$ cat src/rtl/nfd_pkg.sv
// Shared types, register codes and constants of the noise floor chunk activity detector.
package nfd_pkg;

    // Default bound on words per chunk
    localparam int MAX_CHUNK_WORDS_DEF = 4096;

    // Entries of the queue between the front and the back part
    localparam int QUEUE_DEPTH = 4;

    // Threshold saturation level, 2^31
    localparam logic [31:0] SAT_LEVEL = 32'h8000_0000;

    // Register defaults
    localparam logic [23:0] SKIP_WORDS_RST  = 24'd96000;
    localparam logic [23:0] TRAIN_WORDS_RST = 24'd192000;
    localparam logic [12:0] CHUNK_WORDS_RST = 13'd4096;
    localparam logic [12:0] MIN_ACTIVE_RST  = 13'd409;
    localparam logic [15:0] GAIN_RST        = 16'd4506;

    // Register indexes on the configuration port
    typedef enum logic [2:0] {
        REG_SKIP_WORDS  = 3'd0,
        REG_TRAIN_WORDS = 3'd1,
        REG_CHUNK_WORDS = 3'd2,
        REG_MIN_ACTIVE  = 3'd3,
        REG_GAIN        = 3'd4
    } reg_index_t;

    // Configuration register set
    typedef struct packed {
        logic [23:0] skip_words;
        logic [23:0] train_words;
        logic [12:0] chunk_words;
        logic [12:0] min_active_count;
        logic [15:0] threshold_gain;
    } cfg_t;

    // One classified word handed from the front to the back part
    typedef struct packed {
        logic [31:0] mag;        // magnitude of the word, 0..2^31
        logic        is_chunk;   // 1: chunk word, 0: training word
        logic        first;      // first training word of a recording
        logic        last;       // last training word, or last word of a chunk
        logic [23:0] chunk_num;  // chunk index, meaningful with is_chunk
    } q_entry_t;

endpackage

$ cat src/rtl/nfd_front.sv
// Front part: phase sequencing and word classification.
module nfd_front
    import nfd_pkg::*;
#(
    parameter int MAX_CHUNK_WORDS = MAX_CHUNK_WORDS_DEF
)
(
    input  logic        clk,
    input  logic        rst_n,
    input  cfg_t        cfg,
    input  logic        accept,
    input  logic [31:0] sample,
    input  logic        new_recording,
    output logic        push,
    output q_entry_t    entry
);

    typedef enum logic [3:0] {
        PH_IDLE  = 4'b0001,
        PH_SKIP  = 4'b0010,
        PH_TRAIN = 4'b0100,
        PH_CHUNK = 4'b1000
    } phase_t;

    // Chunk length bound as it applies to a 13-bit register
    localparam logic [12:0] MAX_LIM =
        (MAX_CHUNK_WORDS > 8191) ? 13'd8191 : 13'(MAX_CHUNK_WORDS);

    phase_t      phase_reg, phase_next;
    logic [23:0] cnt_reg, cnt_next;
    logic [12:0] wic_reg, wic_next;
    logic [23:0] cc_reg, cc_next;

    logic [31:0] mag;
    logic [23:0] tlimit;
    logic [12:0] cw_eff;
    logic [12:0] climit;

    // Magnitude at 32 bits unsigned; the most negative word maps to 2^31
    assign mag    = sample[31] ? (32'd0 - sample) : sample;
    assign tlimit = (cfg.train_words == 24'd0) ? 24'd1 : cfg.train_words;
    assign cw_eff = (cfg.chunk_words == 13'd0) ? 13'd1 : cfg.chunk_words;
    assign climit = (cw_eff > MAX_LIM) ? MAX_LIM : cw_eff;

    // Classify the request and advance the phase counters
    always_comb
    begin
        phase_t      ph;
        logic [23:0] cnt;
        logic [23:0] tcnt1;
        logic [12:0] wic1;

        ph         = new_recording ? PH_SKIP : phase_reg;
        cnt        = new_recording ? 24'd0 : cnt_reg;
        tcnt1      = 24'd0;
        wic1       = wic_reg + 13'd1;
        phase_next = phase_reg;
        cnt_next   = cnt_reg;
        wic_next   = wic_reg;
        cc_next    = cc_reg;
        push       = 1'b0;
        entry      = '0;
        entry.mag  = mag;
        entry.chunk_num = cc_reg;

        if (accept)
        begin
            if (ph == PH_SKIP && cnt < cfg.skip_words)
            begin
                // still in the glitch window
                phase_next = PH_SKIP;
                cnt_next   = cnt + 24'd1;
            end
            else if (ph == PH_SKIP || ph == PH_TRAIN)
            begin
                // training word; the first one leaves the skip phase
                tcnt1        = ((ph == PH_SKIP) ? 24'd0 : cnt) + 24'd1;
                push         = 1'b1;
                entry.first  = (ph == PH_SKIP);
                entry.last   = (tcnt1 >= tlimit);
                if (tcnt1 >= tlimit)
                begin
                    phase_next = PH_CHUNK;
                    cnt_next   = 24'd0;
                    wic_next   = 13'd0;
                    cc_next    = 24'd0;
                end
                else
                begin
                    phase_next = PH_TRAIN;
                    cnt_next   = tcnt1;
                end
            end
            else if (ph == PH_CHUNK)
            begin
                // chunk word; close the chunk at its length
                push           = 1'b1;
                entry.is_chunk = 1'b1;
                entry.last     = (wic1 >= climit);
                if (wic1 >= climit)
                begin
                    wic_next = 13'd0;
                    cc_next  = cc_reg + 24'd1;
                end
                else
                begin
                    wic_next = wic1;
                end
            end
        end
    end

    always_ff @(posedge clk or negedge rst_n)
    begin
        if (!rst_n)
        begin
            phase_reg <= PH_IDLE;
            cnt_reg   <= 24'd0;
            wic_reg   <= 13'd0;
            cc_reg    <= 24'd0;
        end
        else
        begin
            phase_reg <= phase_next;
            cnt_reg   <= cnt_next;
            wic_reg   <= wic_next;
            cc_reg    <= cc_next;
        end
    end

endmodule

$ cat src/rtl/nfd_queue.sv
// Short queue of classified words between the front and the back part.
module nfd_queue
    import nfd_pkg::*;
(
    input  logic     clk,
    input  logic     rst_n,
    input  logic     push,
    input  q_entry_t push_entry,
    input  logic     pop,
    output logic     full,
    output logic     not_empty,
    output q_entry_t head
);

    localparam int PTR_W = $clog2(QUEUE_DEPTH);
    localparam int CNT_W = $clog2(QUEUE_DEPTH + 1);

    q_entry_t           slots_reg [QUEUE_DEPTH];
    logic [PTR_W-1:0]   wr_ptr_reg, wr_ptr_next;
    logic [PTR_W-1:0]   rd_ptr_reg, rd_ptr_next;
    logic [CNT_W-1:0]   count_reg, count_next;

    assign full      = (count_reg == CNT_W'(QUEUE_DEPTH));
    assign not_empty = (count_reg != '0);
    assign head      = slots_reg[rd_ptr_reg];

    // Advance pointers and fill level
    always_comb
    begin
        wr_ptr_next = push ? wr_ptr_reg + PTR_W'(1) : wr_ptr_reg;
        rd_ptr_next = pop  ? rd_ptr_reg + PTR_W'(1) : rd_ptr_reg;
        count_next  = count_reg + CNT_W'(push) - CNT_W'(pop);
    end

    always_ff @(posedge clk or negedge rst_n)
    begin
        if (!rst_n)
        begin
            wr_ptr_reg <= '0;
            rd_ptr_reg <= '0;
            count_reg  <= '0;
        end
        else
        begin
            wr_ptr_reg <= wr_ptr_next;
            rd_ptr_reg <= rd_ptr_next;
            count_reg  <= count_next;
        end
    end

    // Store the pushed word
    always_ff @(posedge clk)
    begin
        if (push)
        begin
            slots_reg[wr_ptr_reg] <= push_entry;
        end
    end

    a_no_overflow: assert property (@(posedge clk) disable iff (!rst_n) !(push && full))
        else $error("queue push while full");
    a_no_underflow: assert property (@(posedge clk) disable iff (!rst_n) !(pop && !not_empty))
        else $error("queue pop while empty");
    a_fill_up: assert property (@(posedge clk) disable iff (!rst_n)
        (push && !pop) |=> (count_reg == $past(count_reg) + CNT_W'(1)))
        else $error("queue fill level did not rise on push");

endmodule

$ cat src/rtl/nfd_back.sv
// Back part: peak learning, threshold, loud-word counting and result register.
module nfd_back
    import nfd_pkg::*;
(
    input  logic        clk,
    input  logic        rst_n,
    input  cfg_t        cfg,
    input  logic        q_valid,
    input  q_entry_t    head,
    output logic        pop,
    output logic        m_tvalid,
    input  logic        m_tready,
    output logic [71:0] m_tdata
);

    logic [31:0] peak_reg, peak_next;
    logic [31:0] thr_reg, thr_next;
    logic        pend_reg, pend_next;
    logic [12:0] loud_reg, loud_next;
    logic        out_valid_reg, out_valid_next;
    logic        active_reg;
    logic [23:0] num_reg;
    logic [12:0] cnt_out_reg;
    logic [31:0] peak_out_reg;

    logic        closes_chunk;
    logic        emit;
    logic [47:0] prod;
    logic [35:0] scaled;
    logic [12:0] loud1;

    assign closes_chunk = head.is_chunk && head.last;
    assign pop   = q_valid && !pend_reg && (!closes_chunk || !out_valid_reg || m_tready);
    assign emit  = pop && closes_chunk;
    assign prod  = {16'd0, peak_reg} * {32'd0, cfg.threshold_gain};
    assign scaled = prod[47:12];
    assign loud1 = loud_reg + 13'((head.mag >= thr_reg) ? 1 : 0);

    // Learn the peak, set the threshold and count loud words
    always_comb
    begin
        peak_next = peak_reg;
        thr_next  = thr_reg;
        pend_next = 1'b0;
        loud_next = loud_reg;

        if (pend_reg)
        begin
            // a bubble after training: scale and saturate the learned peak
            thr_next = (scaled > {4'd0, SAT_LEVEL}) ? SAT_LEVEL : scaled[31:0];
        end
        else if (pop)
        begin
            if (!head.is_chunk)
            begin
                if (head.first || head.mag > peak_reg)
                begin
                    peak_next = head.mag;
                end
                if (head.last)
                begin
                    pend_next = 1'b1;
                    loud_next = 13'd0;
                end
            end
            else
            begin
                loud_next = head.last ? 13'd0 : loud1;
            end
        end
    end

    // Hold a result until it is taken
    always_comb
    begin
        if (emit)
        begin
            out_valid_next = 1'b1;
        end
        else if (m_tready)
        begin
            out_valid_next = 1'b0;
        end
        else
        begin
            out_valid_next = out_valid_reg;
        end
    end

    always_ff @(posedge clk or negedge rst_n)
    begin
        if (!rst_n)
        begin
            peak_reg      <= 32'd0;
            thr_reg       <= 32'd0;
            pend_reg      <= 1'b0;
            loud_reg      <= 13'd0;
            out_valid_reg <= 1'b0;
        end
        else
        begin
            peak_reg      <= peak_next;
            thr_reg       <= thr_next;
            pend_reg      <= pend_next;
            loud_reg      <= loud_next;
            out_valid_reg <= out_valid_next;
        end
    end

    // Load the result payload
    always_ff @(posedge clk)
    begin
        if (emit)
        begin
            active_reg   <= (loud1 >= cfg.min_active_count);
            num_reg      <= head.chunk_num;
            cnt_out_reg  <= loud1;
            peak_out_reg <= peak_reg;
        end
    end

    assign m_tvalid = out_valid_reg;
    assign m_tdata  = {2'b00, peak_out_reg, cnt_out_reg, num_reg, active_reg};

    a_bubble_once: assert property (@(posedge clk) disable iff (!rst_n) pend_reg |=> !pend_reg)
        else $error("threshold bubble lasted more than one cycle");
    a_thr_sat: assert property (@(posedge clk) disable iff (!rst_n) thr_reg <= SAT_LEVEL)
        else $error("threshold above saturation level");
    a_no_overwrite: assert property (@(posedge clk) disable iff (!rst_n)
        !(emit && out_valid_reg && !m_tready))
        else $error("result overwritten while waiting");

endmodule

$ cat src/rtl/noise_floor_chunk_activity_detector.sv
// Top level: configuration registers, front part, queue and back part.
// Latency: with an empty queue the word that closes a chunk passes the queue slot and then the result
// register before it is on m_tvalid; each word waiting ahead of it in the queue delays it,
// and m_tready holding the result register delays it for as long as it stalls.
// Throughput: one word per cycle, but s_tready is low while the queue is full; the threshold
// multiply stalls the back part once per training end, which the four-entry queue absorbs.
// Reset: asynchronous, active low; registers take their defaults, the block idles until
// a word with new_recording set arrives. No clearing pass.
module noise_floor_chunk_activity_detector
    import nfd_pkg::*;
#(
    parameter int MAX_CHUNK_WORDS = MAX_CHUNK_WORDS_DEF
)
(
    input  logic        clk,
    input  logic        rst_n,
    input  logic        s_tvalid,
    output logic        s_tready,
    input  logic [31:0] s_tdata,    // [31:0] sample
    input  logic [0:0]  s_tuser,    // [0] new_recording
    output logic        m_tvalid,
    input  logic        m_tready,
    output logic [71:0] m_tdata,    // [0] chunk_active, [24:1] chunk_number,
                                    // [37:25] loud_count, [69:38] silence_peak
    input  logic        cfg_we,
    input  logic [2:0]  cfg_addr,
    input  logic [23:0] cfg_wdata
);

    cfg_t     cfg_reg, cfg_next;
    logic     accept;
    logic     push;
    q_entry_t entry;
    logic     full;
    logic     q_valid;
    q_entry_t head;
    logic     pop;

    // Decode register writes
    always_comb
    begin
        cfg_next = cfg_reg;
        if (cfg_we)
        begin
            unique case (cfg_addr)
                REG_SKIP_WORDS:  cfg_next.skip_words       = cfg_wdata;
                REG_TRAIN_WORDS: cfg_next.train_words      = cfg_wdata;
                REG_CHUNK_WORDS: cfg_next.chunk_words      = cfg_wdata[12:0];
                REG_MIN_ACTIVE:  cfg_next.min_active_count = cfg_wdata[12:0];
                REG_GAIN:        cfg_next.threshold_gain   = cfg_wdata[15:0];
                default:         cfg_next = cfg_reg;
            endcase
        end
    end

    always_ff @(posedge clk or negedge rst_n)
    begin
        if (!rst_n)
        begin
            cfg_reg.skip_words       <= SKIP_WORDS_RST;
            cfg_reg.train_words      <= TRAIN_WORDS_RST;
            cfg_reg.chunk_words      <= CHUNK_WORDS_RST;
            cfg_reg.min_active_count <= MIN_ACTIVE_RST;
            cfg_reg.threshold_gain   <= GAIN_RST;
        end
        else
        begin
            cfg_reg <= cfg_next;
        end
    end

    assign s_tready = !full;
    assign accept   = s_tvalid && s_tready;

    nfd_front #(
        .MAX_CHUNK_WORDS (MAX_CHUNK_WORDS)
    ) u_front (
        .clk           (clk),
        .rst_n         (rst_n),
        .cfg           (cfg_reg),
        .accept        (accept),
        .sample        (s_tdata),
        .new_recording (s_tuser[0]),
        .push          (push),
        .entry         (entry)
    );

    nfd_queue u_queue (
        .clk        (clk),
        .rst_n      (rst_n),
        .push       (push),
        .push_entry (entry),
        .pop        (pop),
        .full       (full),
        .not_empty  (q_valid),
        .head       (head)
    );

    nfd_back u_back (
        .clk      (clk),
        .rst_n    (rst_n),
        .cfg      (cfg_reg),
        .q_valid  (q_valid),
        .head     (head),
        .pop      (pop),
        .m_tvalid (m_tvalid),
        .m_tready (m_tready),
        .m_tdata  (m_tdata)
    );

endmodule
$ cat config.mk
export PLATFORM = sky130hd
export DESIGN_NAME = noise_floor_chunk_activity_detector
export DESIGN_NICKNAME = d
export VERILOG_FILES = /design/src/rtl/nfd_pkg.sv /design/src/rtl/nfd_front.sv /design/src/rtl/nfd_queue.sv /design/src/rtl/nfd_back.sv /design/src/rtl/noise_floor_chunk_activity_detector.sv
export SDC_FILE = /design/constraint.sdc
export NUM_CORES = 2
export LEC_CHECK = 0
export ABC_AREA = 1
export BUFFER_PORTS_ARGS = -buffer_cell sky130_fd_sc_hd__buf_2
export CORE_MARGIN = 2
export CORE_UTILIZATION = 50
export CTS_CLUSTER_DIAMETER = 60
export CTS_CLUSTER_SIZE = 25
export DETAILED_ROUTE_END_ITERATION = 6
export PLACE_DENSITY = 0.66
export SLEW_MARGIN = 5
export SYNTH_ARGS = -nofsm -noshare
export SYNTH_HDL_FRONTEND = slang
export SYNTH_SLANG_ARGS = --single-unit
$ cat constraint.sdc
create_clock -name clk -period 11.1 [get_ports clk]
set_input_delay 2.22 -clock clk [delete_from_list [all_inputs] [get_ports clk]]
set_output_delay 2.22 -clock clk [all_outputs]
set_load 0.01 [all_outputs]
After elaboration in Yosys (flattened, before gate mapping)
Memory sizes are Yosys's and may differ from the RTL's.
Index checks and enable logic that the tools add are counted.
{"block": "classes", "add_sub_neg": 10, "bitwise": 3, "mul": 1, "n_eq_ne": 9, "n_reduce_logical": 33, "order_cmp": 8, "mux": 44}
{"cell": "$mux W24", "count": 10}
{"cell": "$mux W13", "count": 9}
{"cell": "$add A24 B1 Y24 const B", "count": 3}
{"cell": "$mux W32", "count": 2}
{"cell": "$mul A32 B16 Y48", "count": 1}
{"cell": "$gt A36 B32 Y1 const B", "count": 1}
{"cell": "$ge A32 B32 Y1", "count": 1}
{"cell": "$gt A32 B32 Y1", "count": 1}
{"cell": "$sub A1 B32 Y32 const A", "count": 1}
{"cell": "$ge A13 B13 Y1", "count": 2}
{"cell": "$ge A24 B24 Y1", "count": 1}
{"cell": "$logic_not A24 Y1", "count": 1}
{"cell": "$lt A24 B24 Y1", "count": 1}
{"cell": "$mux W1", "count": 17}
{"cell": "$mux W4", "count": 4}
{"cell": "$add A13 B1 Y13 const B", "count": 1}
{"cell": "$add A13 B13 Y13", "count": 1}
{"cell": "$gt A13 B13 Y1 const B", "count": 1}
{"cell": "$logic_not A13 Y1", "count": 1}
{"cell": "$reduce_and A2 Y1", "count": 6}
{"cell": "$reduce_bool A2 Y1", "count": 5}
{"cell": "$reduce_and A4 Y1", "count": 2}
{"cell": "$eq A3 B2 Y1 const B", "count": 2}
{"cell": "$eq A3 B3 Y1 const B", "count": 2}
{"cell": "17 further kinds", "count": 32}
{"block": "totals", "wordCells": 130, "mem_bits_rw": 236, "register_bits": 311, "memories": 1, "in_bits": 65}
{"memory": "u_queue.slots_reg", "words": 4, "word_bits": 59, "rd": 1, "rd_ports_with_merged_regs": 0, "write_ports": 1, "line_no": "nfd_queue.sv:18", "text": "q_entry_t slots_reg [QUEUE_DEPTH];"}

Logic depth before layout (Yosys ltp)
{"block": "logic_depth", "ltp_word": 9, "depth_mapped": 38, "depth_no_buf": 35}

Modules after synthesis
A second synthesis with hierarchy kept.
{"block": "hier_totals", "cells_unflattened": 5831, "hier_area_um2": 46405.8}
{"mod": "nfd_back", "instances": 1, "area_each_um2": 25015.2, "cells_per_inst": 3269}
{"mod": "nfd_queue", "instances": 1, "area_each_um2": 10251.1, "cells_per_inst": 970}
{"mod": "nfd_front", "instances": 1, "area_each_um2": 7526.0, "cells_per_inst": 1187}
{"mod": "noise_floor_chunk_activity_detector", "instances": 1, "area_each_um2": 3613.5, "cells_per_inst": 405}

Worst setup path after synthesis
No wires, ideal clock.
{"block": "synth_timing", "path_kind": "input to register", "from": "input s_tuser", "to": "memory u_queue.slots_reg[0][0] (netlist bit), enable pin", "slack_ps": 4317, "path_buffers": 3, "required_ps": 10624, "arrival_ps": 6307, "path_stages": 12, "path_cell_list": "buf_4 > buf_6 > nor2_1 > ha_1 > a21oi_1 > o21a_1 > o221ai_1 > a21oi_1 > nand3_1 > buf_2 > nand2_1 > nor2_1"}
{"block": "synth_via", "elab_chain_len": 8, "word_cells_on_any_way": 14, "cone_classes": "order compare: 1; eq/ne: 3; mux: 8; reduce/logical: 2"}
{"element": "start: declaration", "line_no": "noise_floor_chunk_activity_detector.sv:20", "text": "input logic [0:0] s_tuser,"}
{"element": "parallel branches: the longest is 4 deep, another holds $lt A24 B24 Y1"}
{"element": "$mux W1 *", "line_no": "nfd_front.sv:68", "text": "if (ph == PH_SKIP && cnt < cfg.skip_words)"}
{"element": "$mux W1 *", "line_no": "nfd_front.sv:66", "text": "if (accept)"}
{"element": "$mux W1 *", "line_no": "nfd_queue.sv:54", "text": "if (push)"}
{"element": "$mux W1 (implied by the code) *", "line_no": "nfd_queue.sv:56", "text": "slots_reg[wr_ptr_reg] <= push_entry;"}
{"element": "end: declaration", "line_no": "nfd_queue.sv:18"}
Every way passes the cells marked *.

Worst setup path after layout
{"block": "layout_timing", "from": "input s_tuser", "to": "register u_front.wic_reg[11]"}
{"block": "layout_via", "elab_chain_len": 7, "word_cells_on_any_way": 16, "cone_classes": "add/sub: 1; order compare: 2; eq/ne: 4; mux: 4; bitwise: 1; reduce/logical: 4"}
{"element": "$mux W4", "line_no": "nfd_front.sv:53", "text": "ph = new_recording ? PH_SKIP : phase_reg;"}
{"element": "$eq A4 B2 Y1", "line_no": "nfd_front.sv:68, nfd_front.sv:74, nfd_front.sv:77"}
{"element": "$mux W24", "line_no": "nfd_front.sv:77", "text": "tcnt1 = ((ph == PH_SKIP) ? 24'd0 : cnt) + 24'd1;"}
{"element": "$add A24 B1 Y24", "line_no": "nfd_front.sv:77"}
{"element": "$ge A24 B24 Y1", "line_no": "nfd_front.sv:81", "text": "if (tcnt1 >= tlimit)"}
{"element": "$ne A2 B2 Y1 (no source line)"}
{"element": "$reduce_and A4 Y1 (no source line)"}
{"element": "end signal: assignment", "line_no": "nfd_front.sv:126", "text": "wic_reg <= wic_next;"}
{"element": "end: declaration", "line_no": "nfd_front.sv:31", "text": "logic [12:0] wic_reg, wic_next;"}
Parallel ways exist; a longest one is shown, timed or not.
A chain may end at the register's enable or synchronous reset.

==> impl_metrics.toml <==
[critical_path]
cp.arrival_ns = 8.44
cp.depth = 23
crit_chain = "buf_2 > nor2_1 > inv_1 > nor2_1 > ha_1 > nand3_1 > nor2_1 > nand4_1 > nor3_1 > nand2_1 > xor2_1 > inv_1 > ha_1 > nand4_1 > nor3_1 > a21boi_0 > nand3_1 > clkinv_1 > nand2_1 > nand3_1 > nor2_1 > nand2_1 > nand2_1"
crit_buf_inv = 4
slowest_stage = "nor2_1"
critPathTopFamily = "simple AND/OR/NAND/NOR gates"
criticalPathCategory = "in -> reg"
critPathRequiredTime_ns = 11.66
startpoint_type = "input port"
ff2ff_path_depth = 28
cp_max_fo = 25
max_stage_delay_ns = 0.73
cp-end-kind = "register"

[floorplan]
dieArea_um2 = 91600
ioPinCount = 139
die_w_um = 303
start_util_pct = 50.5
rows = 109
design.core.area_um2 = 88400
die_h_um = 303

[yosys]
synth_top_area_share_pct = 20.6
ys_seq_elements = 547
syn_area_per_cell_um2 = 8.27
synth.most_common_cell = "nand2_1"
synth-seq-area-share_pct = 34.2
mappedNetlistArea_um2 = 44600
synth_warnings = 0
synth_top_area_cell = "edfxtp_1"
postSynth.asyncResetShare_pct = 44.1
synthTopCellsByCount = "nand2_1 (1445), inv_1 (1162), fa_1 (418)"
ys_types = 55
synth_flop_cell = "edfxtp_1"
synthTopCellsByArea = "edfxtp_1 (21%), fa_1 (19%), nand2_1 (12%)"
syn_inst = 5392
synth-edff-count = 306

[detailed_routing]
drt-met1-wl_um = 51200
detail-route-antenna-nets = 0
post_drt_wl_per_cell_um = 17.7
dr_total_vias = 34500
routed_wirelength_um = 117000
drc = 2
viasPerCell = 5.22
met2_length_um = 56100
dr.pass1.iters = 7
top_layer_used = "met5"
dr_wl_met3_um = 6490
drt-initial-drc-count = 2482

[cells_and_area]
drive_above_1_share_pct = 6.35
area_growth_pct = 7.71
fin_area_um2 = 48100
largest_reg_flops = 236
nNetsFinal = 6147

[grt]
track_usage_pct = 26.3
grt_pass1_wl_um = 189000
grt-ovfl-total = 0
grt_pass1_vias = 34600
antenna_found_initial = 8
grt_max_degree = 132

[min_path]
hold_path_depth = 2
min_path_type = "reg -> reg"

[clock_tree]
postCtsSetupBuffers = 0
cts.sinks = 547
tritoncts = "yes"
clkTransAtPathRegs_ns = 0.08
cts_buffers = 47
clk_latency_ns = 0.66
htree_num_levels = 2
cts-root-buf = "clkbuf_16"
cts_resized = 0
cts_hold_buf = 0
cts_buffer_depth = 3

[timing]
fin_tns_setup_ns = 0
fin_crit_sh_pct = 71.0
hold_viol = 0
worst_slew_pin_slew_ns = 1.28
relSlewSlack_pct = 14.3
period_minus_slack_ns = 7.88
skew_ns = 0.0459
maxSlewViolCount = 0
finalSetupViolCount = 0
rsz0062_at_grt = "false"
max_freq_ghz = 0.127

[placement]
dp_hpwl_um = 86700
post_dp_cell_area_um2 = 46300
gp_congestion = 0.958
numPortBuffers = 136

[status]
violations = "DRC"
outcome = "finished, violations left"

[run]
cap_violations = 0
[through the flow]
step | utilization [%] | hold slack (ns) | cells | setup WS (ns)
2_1_floorplan | - | 0.423 | 5393 | 4.32
3_3_place_gp | 52.3 | 0.454 | 6513 | 2.92
3_5_place_dp | 52.3 | 0.463 | 6513 | 2.70
4_1_cts | 54.4 | 0.482 | 6601 | 3.34
5_1_grt | 54.4 | 0.501 | 6602 | 2.66
6_report | 54.4 | 0.484 | 6602 | 3.22
[per-layer routing]
layer | vias to the layer above | global-route usage [%]
met5 | - | 0
met3 | 183 | 3.05
met4 | 6 | 6.16
li1 | 16500 | -
met1 | 16900 | 36.4
met2 | 907 | 44.6
[worst register-to-register path, delay by kind of cell, from the launching register on]
family | cells | cell delay, ns
simple gates | 15 | 1.94
buf+inv | 4 | 0.20
fa+ha+maj | 7 | 3.59
flops | 1 | 1.11
compound gates | 2 | 0.64
[cell families (layout without fill, tap and decap cells)]
family	Yosys count	count (layout)	synth area share (%)
AOI/OAI and AO/OA	542	542	6.62
xor gates and xnor gates	98	98	1.92
adders and majority gates	685	685	26.2
buffers and inverters	1396	1439	11.9
DFF	547	547	34.2
other	1	3	0.00841
and+or+nand+nor	2123	2123	19.1
[layout by cell type (no fill, tap or decap), drive strengths merged, types with 70 or more instances in the layout]
cell | synthesis | layout
nand2 | 1451 | 1451
inv | 1165 | 1185
fa | 418 | 418
nor2 | 381 | 381
edfxtp | 306 | 306
o21ai | 275 | 275
ha | 267 | 267
dfrtp | 214 | 214
buf | 34 | 185
nand3 | 151 | 151
a21oi | 143 | 143
xor2 | 73 | 73
o22ai | 70 | 70
[path summary, 6_finish.rpt]
path,slack (ns),endpoint,start
worst max-delay path,3.22,u_front.wic_reg[11],s_tuser
worst min-delay path,0.48,u_back.peak_reg[17],u_back.peak_reg[17]
worst max register to register,3.55,u_back.thr_reg[18],u_back.peak_reg[8]
worst min register to register,0.48,u_back.peak_reg[17],u_back.peak_reg[17]
max in group asynchronous,8.14,u_queue.rd_ptr_reg[0],rst_n
min in group asynchronous,1.64,u_front.cc_reg[13],rst_n
[final cells by class]
class | instances | area, um2
Inverter | 1166 | 4380
Clock inverter | 39 | 602
Sequential cell | 547 | 15300
Multi-Input combinational cell | 3450 | 24100
Tap cell | 1165 | 1460
Antenna cell | 1 | 2.50
Fill cell | 8215 | 40300
Timing Repair Buffer | 185 | 1070
Clock buffer | 49 | 1180
Power is not shown: default switching activity piles up to over one toggle a cycle in this logic, so the estimate is an artifact.
